File: src/design/pidt_pkg.sv
// Shared widths, operation codes, register indexes and types of the PID controller.
package pidt_pkg;

    // Field widths of the sample and result words, the gains and the integrator.
    localparam int SAMPLE_W   = 16;
    localparam int ELAPSED_W  = 16;
    localparam int GAIN_W     = 16;
    localparam int DRIVE_W    = 16;
    localparam int INTEG_W    = 48;
    localparam int INTEG_FRAC = 17;

    // Derived datapath widths.
    localparam int ERR_W     = SAMPLE_W + 1;
    localparam int ESUM_W    = SAMPLE_W + 2;
    localparam int INC_W     = ESUM_W + ELAPSED_W;
    localparam int IPART_W   = INTEG_W / 2;
    localparam int MUL_A_W   = IPART_W + 1;
    localparam int MUL_B_W   = GAIN_W + 1;
    localparam int PROD_W    = MUL_A_W + MUL_B_W;
    localparam int IACC_W    = INTEG_W + GAIN_W;
    localparam int ACC_W     = 52;
    localparam int QUO_W     = SAMPLE_W + ELAPSED_W;
    localparam int SLOPE_W   = QUO_W + 1;
    localparam int SLO_W     = 17;
    localparam int IN_DATA_W = 2 * SAMPLE_W + ELAPSED_W;

    // Configuration port.
    localparam int CFG_IDX_W = 3;
    localparam int CFG_W     = 16;
    localparam logic [CFG_IDX_W-1:0] CFG_GAIN_PROP  = 3'd0;
    localparam logic [CFG_IDX_W-1:0] CFG_GAIN_INTEG = 3'd1;
    localparam logic [CFG_IDX_W-1:0] CFG_GAIN_DERIV = 3'd2;
    localparam logic [CFG_IDX_W-1:0] CFG_OUT_UPPER  = 3'd3;
    localparam logic [CFG_IDX_W-1:0] CFG_OUT_LOWER  = 3'd4;

    // Datapath operation codes.
    localparam int OP_W = 5;
    localparam logic [OP_W-1:0] OP_NONE     = 5'd0;
    localparam logic [OP_W-1:0] OP_LOAD     = 5'd1;
    localparam logic [OP_W-1:0] OP_MUL_INC  = 5'd2;
    localparam logic [OP_W-1:0] OP_ACC_INT  = 5'd3;
    localparam logic [OP_W-1:0] OP_MUL_P    = 5'd4;
    localparam logic [OP_W-1:0] OP_ADD_P    = 5'd5;
    localparam logic [OP_W-1:0] OP_MUL_IL   = 5'd6;
    localparam logic [OP_W-1:0] OP_ADD_IL   = 5'd7;
    localparam logic [OP_W-1:0] OP_MUL_IH   = 5'd8;
    localparam logic [OP_W-1:0] OP_ADD_IH   = 5'd9;
    localparam logic [OP_W-1:0] OP_ADD_I    = 5'd10;
    localparam logic [OP_W-1:0] OP_DIV_INIT = 5'd11;
    localparam logic [OP_W-1:0] OP_DIV_STEP = 5'd12;
    localparam logic [OP_W-1:0] OP_DIV_FIN  = 5'd13;
    localparam logic [OP_W-1:0] OP_MUL_DL   = 5'd14;
    localparam logic [OP_W-1:0] OP_ADD_DL   = 5'd15;
    localparam logic [OP_W-1:0] OP_MUL_DH   = 5'd16;
    localparam logic [OP_W-1:0] OP_ADD_DH   = 5'd17;
    localparam logic [OP_W-1:0] OP_CLAMP    = 5'd18;

    // Sequencer program.
    localparam int STEP_W = 5;
    localparam logic [STEP_W-1:0] STEP_LAST = 5'd16;
    localparam logic [STEP_W-1:0] DIV_LAST  = STEP_W'(QUO_W - 1);

    typedef struct packed {
        logic [OP_W-1:0] op;
        logic            out_load;
    } t_dp_cmd;

    typedef struct packed {
        logic signed [CFG_W-1:0] gain_prop;
        logic signed [CFG_W-1:0] gain_integ;
        logic signed [CFG_W-1:0] gain_deriv;
        logic signed [CFG_W-1:0] out_upper;
        logic signed [CFG_W-1:0] out_lower;
    } t_cfg;

    function automatic logic [OP_W-1:0] seq_op(input logic [STEP_W-1:0] step);
        logic [OP_W-1:0] op;
        unique case (step)
            5'd0:    op = OP_MUL_INC;
            5'd1:    op = OP_ACC_INT;
            5'd2:    op = OP_MUL_P;
            5'd3:    op = OP_ADD_P;
            5'd4:    op = OP_MUL_IL;
            5'd5:    op = OP_ADD_IL;
            5'd6:    op = OP_MUL_IH;
            5'd7:    op = OP_ADD_IH;
            5'd8:    op = OP_ADD_I;
            5'd9:    op = OP_DIV_INIT;
            5'd10:   op = OP_DIV_STEP;
            5'd11:   op = OP_DIV_FIN;
            5'd12:   op = OP_MUL_DL;
            5'd13:   op = OP_ADD_DL;
            5'd14:   op = OP_MUL_DH;
            5'd15:   op = OP_ADD_DH;
            5'd16:   op = OP_CLAMP;
            default: op = OP_NONE;
        endcase
        return op;
    endfunction

endpackage

File: src/design/pidt_cfg.sv
// Configuration register file of the PID controller: gains and output limits.
module pidt_cfg import pidt_pkg::*; (
    input  logic                 i_clk,
    input  logic                 i_rst_n,
    input  logic                 i_we,
    input  logic [CFG_IDX_W-1:0] i_idx,
    input  logic [CFG_W-1:0]     i_data,
    output t_cfg                 o_cfg
);

    t_cfg r_cfg;

    always_ff @(posedge i_clk) begin
        if (!i_rst_n) begin
            r_cfg.gain_prop  <= '0;
            r_cfg.gain_integ <= '0;
            r_cfg.gain_deriv <= '0;
            r_cfg.out_upper  <= 16'sd256;
            r_cfg.out_lower  <= -16'sd256;
        end else if (i_we) begin
            unique case (i_idx)
                CFG_GAIN_PROP:  r_cfg.gain_prop  <= i_data;
                CFG_GAIN_INTEG: r_cfg.gain_integ <= i_data;
                CFG_GAIN_DERIV: r_cfg.gain_deriv <= i_data;
                CFG_OUT_UPPER:  r_cfg.out_upper  <= i_data;
                CFG_OUT_LOWER:  r_cfg.out_lower  <= i_data;
                default: ;
            endcase
        end
    end

    assign o_cfg = r_cfg;

endmodule

File: src/design/pidt_dp.sv
// Datapath of the PID controller: shared multiplier, integrator, serial divider, clamp.
module pidt_dp import pidt_pkg::*; (
    input  logic                       i_clk,
    input  logic                       i_rst_n,
    input  t_dp_cmd                    i_cmd,
    input  t_cfg                       i_cfg,
    input  logic                       i_kind,
    input  logic signed [SAMPLE_W-1:0] i_target,
    input  logic signed [SAMPLE_W-1:0] i_measured,
    input  logic [ELAPSED_W-1:0]       i_elapsed,
    output logic signed [DRIVE_W-1:0]  o_drive,
    output logic                       o_sat
);

    // Loop state.
    logic signed [SAMPLE_W-1:0] r_prev;
    logic signed [INTEG_W-1:0]  r_integ;

    // Working registers of one sample.
    logic signed [ERR_W-1:0]   r_err;
    logic signed [ESUM_W-1:0]  r_esum;
    logic signed [ERR_W-1:0]   r_diff;
    logic [ELAPSED_W-1:0]      r_dt;
    logic signed [PROD_W-1:0]  r_prod;
    logic signed [IACC_W-1:0]  r_iacc;
    logic signed [ACC_W-1:0]   r_acc;
    logic                      r_neg;
    logic [ELAPSED_W-1:0]      r_rem;
    logic [QUO_W-1:0]          r_quo;
    logic signed [SLOPE_W-1:0] r_slope;
    logic signed [DRIVE_W-1:0] r_drive;
    logic                      r_sat;
    logic signed [DRIVE_W-1:0] r_o_drive;
    logic                      r_o_sat;

    logic signed [ERR_W-1:0]   err_w;
    logic signed [ERR_W-1:0]   perr_w;
    logic signed [ERR_W-1:0]   diff_w;
    logic [ELAPSED_W-1:0]      dt_w;
    logic signed [MUL_A_W-1:0] mul_a;
    logic signed [MUL_B_W-1:0] mul_b;
    logic signed [PROD_W-1:0]  prod_w;
    logic signed [INC_W-1:0]   inc_w;
    logic signed [INTEG_W:0]   isum_w;
    logic [ELAPSED_W:0]        rem_sh;
    logic                      rem_ge;
    logic [ELAPSED_W:0]        rem_sub;
    logic signed [ERR_W-1:0]   abs_diff;
    logic [SLOPE_W-1:0]        quo_ext;
    logic signed [ACC_W-1:0]   prod_acc;
    logic signed [IACC_W-1:0]  prod_iacc;
    logic signed [IACC_W-1:0]  ishift;
    logic signed [ACC_W-1:0]   upper_w;
    logic signed [ACC_W-1:0]   lower_w;

    assign err_w  = ERR_W'(i_target) - ERR_W'(i_measured);
    assign perr_w = ERR_W'(i_target) - ERR_W'(r_prev);
    assign diff_w = ERR_W'(r_prev) - ERR_W'(i_measured);
    assign dt_w   = (i_elapsed == '0) ? ELAPSED_W'(1) : i_elapsed;

    // Operand selection for the single shared multiplier.
    always_comb begin
        mul_a = '0;
        mul_b = '0;
        case (i_cmd.op)
            OP_MUL_INC: begin
                mul_a = MUL_A_W'(r_esum);
                mul_b = $signed({1'b0, r_dt});
            end
            OP_MUL_P: begin
                mul_a = MUL_A_W'(r_err);
                mul_b = MUL_B_W'(i_cfg.gain_prop);
            end
            OP_MUL_IL: begin
                mul_a = $signed({1'b0, r_integ[IPART_W-1:0]});
                mul_b = MUL_B_W'(i_cfg.gain_integ);
            end
            OP_MUL_IH: begin
                mul_a = MUL_A_W'($signed(r_integ[INTEG_W-1:IPART_W]));
                mul_b = MUL_B_W'(i_cfg.gain_integ);
            end
            OP_MUL_DL: begin
                mul_a = $signed({{(MUL_A_W-SLO_W){1'b0}}, r_slope[SLO_W-1:0]});
                mul_b = MUL_B_W'(i_cfg.gain_deriv);
            end
            OP_MUL_DH: begin
                mul_a = MUL_A_W'($signed(r_slope[SLOPE_W-1:SLO_W]));
                mul_b = MUL_B_W'(i_cfg.gain_deriv);
            end
            default: ;
        endcase
    end

    assign prod_w = mul_a * mul_b;

    // Integrator add; a mismatch of the two top bits means the sum left range.
    assign inc_w  = r_prod[INC_W-1:0];
    assign isum_w = (INTEG_W+1)'(r_integ) + (INTEG_W+1)'(inc_w);

    // One restoring division step on the magnitude of the measurement change.
    assign rem_sh  = {r_rem, r_quo[QUO_W-1]};
    assign rem_ge  = (rem_sh >= {1'b0, r_dt});
    assign rem_sub = rem_sh - {1'b0, r_dt};
    assign abs_diff = r_diff[ERR_W-1] ? -r_diff : r_diff;
    assign quo_ext  = {1'b0, r_quo};

    assign prod_acc  = ACC_W'(r_prod);
    assign prod_iacc = IACC_W'(r_prod);
    assign ishift    = r_iacc >>> INTEG_FRAC;
    assign upper_w   = ACC_W'(i_cfg.out_upper);
    assign lower_w   = ACC_W'(i_cfg.out_lower);

    always_ff @(posedge i_clk) begin
        if (!i_rst_n) begin
            r_prev  <= '0;
            r_integ <= '0;
        end else begin
            if (i_cmd.op == OP_LOAD) begin
                r_prev <= i_measured;
                if (i_kind) begin
                    r_integ <= '0;
                end
            end else if (i_cmd.op == OP_ACC_INT) begin
                if (isum_w[INTEG_W] != isum_w[INTEG_W-1]) begin
                    r_integ <= isum_w[INTEG_W] ? {1'b1, {(INTEG_W-1){1'b0}}}
                                               : {1'b0, {(INTEG_W-1){1'b1}}};
                end else begin
                    r_integ <= isum_w[INTEG_W-1:0];
                end
            end
        end
    end

    always_ff @(posedge i_clk) begin
        r_prod <= prod_w;
        case (i_cmd.op)
            OP_LOAD: begin
                r_err  <= err_w;
                r_esum <= ESUM_W'(err_w) + ESUM_W'(perr_w);
                r_diff <= diff_w;
                r_dt   <= dt_w;
                r_sat  <= 1'b0;
                if (i_kind) begin
                    r_drive <= '0;
                end
            end
            OP_ACC_INT: begin
                if (isum_w[INTEG_W] != isum_w[INTEG_W-1]) begin
                    r_sat <= 1'b1;
                end
            end
            OP_ADD_P:  r_acc  <= prod_acc;
            OP_ADD_IL: r_iacc <= prod_iacc;
            OP_ADD_IH: r_iacc <= r_iacc
                               + $signed({r_prod[IACC_W-IPART_W-1:0], {IPART_W{1'b0}}});
            OP_ADD_I:  r_acc  <= r_acc + ishift[ACC_W-1:0];
            OP_DIV_INIT: begin
                r_neg <= r_diff[ERR_W-1];
                r_rem <= '0;
                r_quo <= {abs_diff[SAMPLE_W-1:0], {ELAPSED_W{1'b0}}};
            end
            OP_DIV_STEP: begin
                r_rem <= rem_ge ? rem_sub[ELAPSED_W-1:0] : rem_sh[ELAPSED_W-1:0];
                r_quo <= {r_quo[QUO_W-2:0], rem_ge};
            end
            OP_DIV_FIN: r_slope <= r_neg ? -$signed(quo_ext) : $signed(quo_ext);
            OP_ADD_DL:  r_acc   <= r_acc + prod_acc;
            OP_ADD_DH:  r_acc   <= r_acc
                                 + $signed({prod_acc[ACC_W-SLO_W-1:0], {SLO_W{1'b0}}});
            OP_CLAMP: begin
                // When the limits are inverted, the upper limit wins above it and the lower limit below it.
                if (r_acc > upper_w) begin
                    r_drive <= i_cfg.out_upper;
                    r_sat   <= 1'b1;
                end else if (r_acc < lower_w) begin
                    r_drive <= i_cfg.out_lower;
                    r_sat   <= 1'b1;
                end else begin
                    r_drive <= r_acc[DRIVE_W-1:0];
                end
            end
            default: ;
        endcase
        if (i_cmd.out_load) begin
            r_o_drive <= r_drive;
            r_o_sat   <= r_sat;
        end
    end

    assign o_drive = r_o_drive;
    assign o_sat   = r_o_sat;

endmodule

File: src/design/pidt_ctrl.sv
// Controller of the PID controller: handshakes and the sequencer of datapath operations.
module pidt_ctrl import pidt_pkg::*; (
    input  logic    i_clk,
    input  logic    i_rst_n,
    input  logic    i_s_valid,
    input  logic    i_kind,
    output logic    o_s_ready,
    output logic    o_m_valid,
    input  logic    i_m_ready,
    output t_dp_cmd o_cmd
);

    localparam logic [1:0] ST_IDLE = 2'd0;
    localparam logic [1:0] ST_RUN  = 2'd1;
    localparam logic [1:0] ST_DONE = 2'd2;

    logic [1:0]        r_state, n_state;
    logic [STEP_W-1:0] r_step, n_step;
    logic [STEP_W-1:0] r_div_cnt, n_div_cnt;
    logic              r_m_valid;
    logic              accept;
    logic              out_load;
    logic [OP_W-1:0]   op;

    assign accept   = i_s_valid && (r_state == ST_IDLE);
    assign out_load = (r_state == ST_DONE) && (!r_m_valid || i_m_ready);

    always_comb begin
        op        = OP_NONE;
        n_state   = r_state;
        n_step    = r_step;
        n_div_cnt = r_div_cnt;
        unique case (r_state)
            ST_IDLE: begin
                if (accept) begin
                    op      = OP_LOAD;
                    n_step  = '0;
                    n_state = i_kind ? ST_DONE : ST_RUN;
                end
            end
            ST_RUN: begin
                op = seq_op(r_step);
                if (op == OP_DIV_STEP) begin
                    if (r_div_cnt == DIV_LAST) begin
                        n_div_cnt = '0;
                        n_step    = r_step + STEP_W'(1);
                    end else begin
                        n_div_cnt = r_div_cnt + STEP_W'(1);
                    end
                end else if (r_step == STEP_LAST) begin
                    n_step  = '0;
                    n_state = ST_DONE;
                end else begin
                    n_step = r_step + STEP_W'(1);
                end
            end
            ST_DONE: begin
                if (out_load) begin
                    n_state = ST_IDLE;
                end
            end
            default: n_state = ST_IDLE;
        endcase
    end

    always_ff @(posedge i_clk) begin
        if (!i_rst_n) begin
            r_state   <= ST_IDLE;
            r_step    <= '0;
            r_div_cnt <= '0;
            r_m_valid <= 1'b0;
        end else begin
            r_state   <= n_state;
            r_step    <= n_step;
            r_div_cnt <= n_div_cnt;
            if (out_load) begin
                r_m_valid <= 1'b1;
            end else if (i_m_ready) begin
                r_m_valid <= 1'b0;
            end
        end
    end

    assign o_s_ready    = (r_state == ST_IDLE);
    assign o_m_valid    = r_m_valid;
    assign o_cmd.op       = op;
    assign o_cmd.out_load = out_load;

`ifndef SYNTHESIS
    a_accept_starts: assert property (@(posedge i_clk) disable iff (!i_rst_n)
        accept |=> (r_state == ST_RUN || r_state == ST_DONE))
        else $error("accepted word did not start a run");
    a_div_cnt_in_div: assert property (@(posedge i_clk) disable iff (!i_rst_n)
        (r_div_cnt != '0) |-> (r_state == ST_RUN && op == OP_DIV_STEP))
        else $error("division counter active outside the division step");
    a_last_step_done: assert property (@(posedge i_clk) disable iff (!i_rst_n)
        (r_state == ST_RUN && r_step == STEP_LAST) |=> (r_state == ST_DONE))
        else $error("sequencer did not finish after its last step");
    a_load_sets_valid: assert property (@(posedge i_clk) disable iff (!i_rst_n)
        out_load |=> r_m_valid)
        else $error("result load did not raise output valid");
`endif

endmodule

File: src/design/pid_controller_trapezoid.sv
// Top level of the fixed-point PID controller with trapezoidal integral and clamped output.
//
//   Channel   Direction  Handshake                      Contents
//   s_axis    in         s_axis_tvalid / s_axis_tready  sample or restart word
//   m_axis    out        m_axis_tvalid / m_axis_tready  drive word and saturation flag
//   cfg       in         i_cfg_we (no back-pressure)    gain and limit registers
//
// A control word runs the sequencer from acceptance to a loaded result: its steps include six on
// the shared 25x17 multiplier, the bit-serial divider for a 32-bit quotient, and the output load;
// a restart word goes from acceptance straight to the output load.
// Reset is synchronous, active low; it clears the loop state and sets the register defaults.
// Input is accepted only while the sequencer is idle, so a new word waits until the last is loaded;
// a finished result waits in the output register while the next word is accepted and runs.
module pid_controller_trapezoid import pidt_pkg::*; (
    input  logic                  i_clk,
    input  logic                  i_rst_n,
    // Sample channel.
    input  logic                  s_axis_tvalid,
    output logic                  s_axis_tready,
    input  logic [IN_DATA_W-1:0]  s_axis_tdata,   // target[15:0], measured[31:16], elapsed[47:32]
    input  logic                  s_axis_tuser,   // kind[0]: 0 control sample, 1 restart
    // Result channel.
    output logic                  m_axis_tvalid,
    input  logic                  m_axis_tready,
    output logic [DRIVE_W-1:0]    m_axis_tdata,   // drive[15:0]
    output logic                  m_axis_tuser,   // saturated[0]
    // Configuration write port.
    input  logic                  i_cfg_we,
    input  logic [CFG_IDX_W-1:0]  i_cfg_idx,
    input  logic [CFG_W-1:0]      i_cfg_data
);

    t_cfg    cfg;
    t_dp_cmd cmd;

    logic signed [SAMPLE_W-1:0] target;
    logic signed [SAMPLE_W-1:0] measured;
    logic [ELAPSED_W-1:0]       elapsed;
    logic signed [DRIVE_W-1:0]  drive;

    // Unpack the sample word; the datapath samples these only in the acceptance cycle.
    assign target   = s_axis_tdata[SAMPLE_W-1:0];
    assign measured = s_axis_tdata[2*SAMPLE_W-1:SAMPLE_W];
    assign elapsed  = s_axis_tdata[IN_DATA_W-1:2*SAMPLE_W];

    pidt_cfg u_cfg (
        .i_clk   (i_clk),
        .i_rst_n (i_rst_n),
        .i_we    (i_cfg_we),
        .i_idx   (i_cfg_idx),
        .i_data  (i_cfg_data),
        .o_cfg   (cfg)
    );

    pidt_ctrl u_ctrl (
        .i_clk     (i_clk),
        .i_rst_n   (i_rst_n),
        .i_s_valid (s_axis_tvalid),
        .i_kind    (s_axis_tuser),
        .o_s_ready (s_axis_tready),
        .o_m_valid (m_axis_tvalid),
        .i_m_ready (m_axis_tready),
        .o_cmd     (cmd)
    );

    pidt_dp u_dp (
        .i_clk      (i_clk),
        .i_rst_n    (i_rst_n),
        .i_cmd      (cmd),
        .i_cfg      (cfg),
        .i_kind     (s_axis_tuser),
        .i_target   (target),
        .i_measured (measured),
        .i_elapsed  (elapsed),
        .o_drive    (drive),
        .o_sat      (m_axis_tuser)
    );

    assign m_axis_tdata = drive;

endmodule
File: config.mk
export PLATFORM = sky130hd
export DESIGN_NAME = pid_controller_trapezoid
export DESIGN_NICKNAME = d
export VERILOG_FILES = /design/src/design/pidt_pkg.sv /design/src/design/pidt_cfg.sv /design/src/design/pidt_dp.sv /design/src/design/pidt_ctrl.sv /design/src/design/pid_controller_trapezoid.sv
export SDC_FILE = /design/constraint.sdc
export NUM_CORES = 2
export LEC_CHECK = 0
export ABC_AREA = 1
export BUFFER_PORTS_ARGS = -buffer_cell sky130_fd_sc_hd__buf_2
export CAP_MARGIN = 40
export CORE_MARGIN = 5
export CORE_UTILIZATION = 35
export DETAILED_ROUTE_END_ITERATION = 6
export GPL_TIMING_DRIVEN = 0
export PLACE_DENSITY = 0.53
export SETUP_SLACK_MARGIN = 0.05
export SLEW_MARGIN = 20
export SYNTH_ARGS = -nofsm -noshare
export SYNTH_HDL_FRONTEND = slang
export SYNTH_HIERARCHICAL = 1
export SYNTH_SLANG_ARGS = --single-unit
File: constraint.sdc
create_clock -name i_clk -period 21.3 [get_ports i_clk]
set_input_delay 1.065 -clock i_clk [delete_from_list [all_inputs] [get_ports i_clk]]
set_output_delay 1.065 -clock i_clk [all_outputs]
set_load 0.03 [all_outputs]
==> impl_metrics.csv <==
group,metric,value,unit
cts,clockBufferDepth,3,
floorplan,coreArea,0.164,sq mm
yosys,yosys-top-cells-area,"fa_1 15%, edfxtp_1 15%, nand2_1 12%, ha_1 11%, inv_1 8.8%",
cells_and_area,synthToLayoutAreaGrowth,10.5,%
yosys,ys.flop_type,"edfxtp_1",
timing,rsz0062_at_grt,"false",
cts,clkLatencyLatePin,0.72,ns
routing,via_per_inst,5.22,
cts,cts_tree,"done",
timing,fin_tns_setup,0,ns
yosys,yosysSeqAreaShare,0.218,
grt,antenna_found_initial,7,
floorplan,num_rows,149,
cells_and_area,layout_common_cells,"1858 x nand2_1, 1345 x inv_1, 1092 x nor2_1",
grt,grt_pass1_wl,349,mm
routing,detail_route.first_pass.iterations,5,
yosys,syn-num-nets,9143,
flow_run,cap_violations,0,
critical_path,crit_top_cell,"inv_1",
yosys,syn_avg_cell_area,7.09,sq um
worst_hold_path,hp-start,"u_dp/r_drive[3]",
power_and_ir_drop,p_clk_frac,0.336,
yosys,synth.distinct_cells,58,
cts,cts-root-buf,"clkbuf_16",
yosys,synth_area_leader_cell,"fa_1",
cells_and_area,final_common_cell,"nand2_1",
power_and_ir_drop,p_int,2.03,mW
placed_design,gp_congestion,1.01,
grt,grt_max_degree,52,
status,status,"completed",
timing,worstMarginPinSlew,0.956,ns
placed_design,port_buffers,91,
critical_path,worst_r2r_path_depth,33,
cells_and_area,fillCellCount,17700,
yosys,synth_edf_count,283,
critical_path,max_stage_delay,0.77,ns
yosys,ys_seq_elements,487,
cts,cts_htree_levels,2,
worst_hold_path,hold_depth,0,
power_and_ir_drop,p_per_area,51.2,mW/mm^2
cts,clock-sinks,487,
timing,finalCritPeriodShare,0.436,
timing,setup-violations-final,0,
cells_and_area,utilization,0.388,
yosys,syn_inst,8128,
critical_path,crit_path_end_kind,"register",
cells_and_area,drive_gt1_frac,0.0526,
worst_hold_path,min_to,"u_dp/o_drive[3]",
grt,overflow,0,
critical_path,critPathSlowestCell,"fa_1",
critical_path,cp_max_fo,10,
critical_path,cpLargestDelayFamily,"adder cells",
floorplan,die_height,416,microns
routing,finalWirelength,239,mm
worst_hold_path,min_path_type,"reg -> reg",
timing,hold_viol,0,
yosys,synth_area,0.0577,sq mm
timing,max_slew_margin,0.362,
critical_path,crit_cells,33,
floorplan,io_pins,92,
critical_path,startpoint,"u_ctrl/r_state[1]",
grt,track_usage,0.268,
yosys,async_flop_share,0,
power_and_ir_drop,p_switching,1.23,mW
cts,postCtsSetupBuffers,0,
timing,report.final.slew_viol_count,0,
floorplan,die_area,0.173,sq mm
power_and_ir_drop,p_seq_frac,0.362,
power_and_ir_drop,ir_worst_vdd,0.0810,mV
cts,cts.repair.resized,0,
floorplan,start_util,0.351,
yosys,yosys_warnings,6,
power_and_ir_drop,p_leak,30.8,nW
power_and_ir_drop,swShare,0.378,
routing,first_iter_violations,4868,
critical_path,regToRegEndpoint,"u_dp/r_prod[41]",
critical_path,r2r_slack,12.01,ns
timing,worst_clock_skew,0.0614,ns
timing,max_freq,108,MHz
critical_path,cp.arrival,9.85,ns
routing,avgRoutedWirePerCell,22.6,microns
routing,vias,55200,
cells_and_area,nNetsFinal,9342,
floorplan,die_w,416,microns
critical_path,cp_num_buf_inv,12,
timing,period_minus_slack,9.29,ns
critical_path,required,21.86,ns
power_and_ir_drop,combPwrFrac,0.302,
placed_design,hpwl,203,mm
cts,clkTransAtPathRegs,0.06,ns
routing,drc,0,
critical_path,start_kind,"register",
critical_path,reg2reg_from,"u_ctrl/r_state[1]",
cts,cts_buffers,60,
grt,grt_pass1_vias,53000,
yosys,synth_top_area_share,0.153,
critical_path,crit_type,"reg -> reg",
cts,cts-hold-fix-buffers,0,
routing,antenna_left,0,
synth_stat cells (all sizes together), types with 2 or more instances:
library cell  instances
inv                1365
o21a                 16
xor2                122
o221ai                6
dfxtp               204
xnor2                73
a22oi                 2
a22o                 23
and2                  6
nor2               1119
clkinv               12
a211oi                3
nand3               497
o21ai               415
edfxtp              283
o31ai                 2
buf                  82
a221oi                5
nand3b               21
o211ai                9
nor3                 87
a31oi                52
a21boi               51
nand2              1871
a21o                 38
clkbuf               91
ha                  501
fa                  441
o21bai               46
or2                  36
nand4               102
and3                  3
nor4                 32
o22ai                 2
o2111ai               8
a21oi               497
registers in the layout (all words and copies together) (netlist names), 5 cells and up, named ones only:
name and cells:
u_cfg/o_cfg 80, u_ctrl/r_div_cnt 5, u_ctrl/r_step 5, u_dp/o_drive 16, u_dp/r_acc 52, u_dp/r_diff 17, u_dp/r_drive 16, u_dp/r_dt 16
u_dp/r_err 17, u_dp/r_esum 18, u_dp/r_iacc 47, u_dp/r_integ 48, u_dp/r_prev 16, u_dp/r_prod 42, u_dp/r_quo 32, u_dp/r_rem 16
u_dp/r_slope 33
metal layers:
| layer | vias up | part of all wire | global-route usage |
|---|---|---|---|
| li1 | 26500 | - | - |
| met1 | 26500 | 0.43 | 0.358 |
| met2 | 1814 | 0.46 | 0.443 |
| met3 | 321 | 0.061 | 0.0317 |
| met4 | 2 | 0.050 | 0.109 |
| met5 | - | 0.000055 | 0 |
final cells by class:
| cell class | count | area, sq um | area share |
|---|---|---|---|
| repair buffers | 137 | 1130 | 0.0177 |
| clock buffers | 73 | 1680 | 0.0263 |
| plain buffers | 173 | 832 | 0.0131 |
| flip-flops and latches | 487 | 12600 | 0.198 |
| inverters | 1377 | 5170 | 0.0811 |
| well taps | 2189 | 2740 | 0.0430 |
| clock inverters | 40 | 432 | 0.00677 |
| diodes | 1 | 2.50 | 0.0000393 |
| multi-input cells | 6091 | 39200 | 0.614 |
worst max-delay path by stage:
stage / slack [ns] / to
floorplan: 13.69 / u_dp/r_prod[41]
global placement: 11.43 / u_dp/r_prod[36]
detailed placement: 11.53 / u_dp/r_prod[41]
CTS: 12.04 / u_dp/r_prod[41]
global route: 11.53 / u_dp/r_prod[41]
finish: 12.01 / u_dp/r_prod[41]
power groups by stage:
| stage | registers [mW] | clock network (mW) | logic, mW |
|---|---|---|---|
| finish | 1.18 | 1.10 | 0.987 |
| global route | 1.18 | 1.17 | 1.10 |
| CTS | 1.18 | 1.13 | 0.977 |
| detailed placement | 1.20 | 0 | 0.972 |
| global placement | 1.21 | 0 | 0.944 |
| floorplan | 1.15 | 0 | 0.653 |
stage by stage:
stage	power, mW	cells	setup WS, ns	instance area (sq um)	hold slack, ns
4_1_cts	3.28	10600	12.04	63700	0.420
3_5_place_dp	2.17	10500	11.53	61600	0.406
6_report	3.26	10600	12.01	63700	0.416
5_1_grt	3.45	10600	11.53	63700	0.426
3_3_place_gp	2.15	10400	11.43	60900	0.401
2_1_floorplan	1.81	8128	13.69	57700	0.400
cells by family (layout without fill, tap and decap cells):
| family | count (synthesis) | in the layout | share of synthesized area |
|---|---|---|---|
| XOR/XNOR | 195 | 195 | 0.0296 |
| adder cells (fa/ha/maj) | 942 | 942 | 0.262 |
| buffers and inverters | 1550 | 1800 | 0.104 |
| other | 0 | 1 | 0 |
| flip-flops | 487 | 487 | 0.218 |
| AND/OR/NAND/NOR | 3776 | 3776 | 0.272 |
| AO/OA/AOI/OAI | 1178 | 1178 | 0.114 |
(Power assumes the default switching activity.)
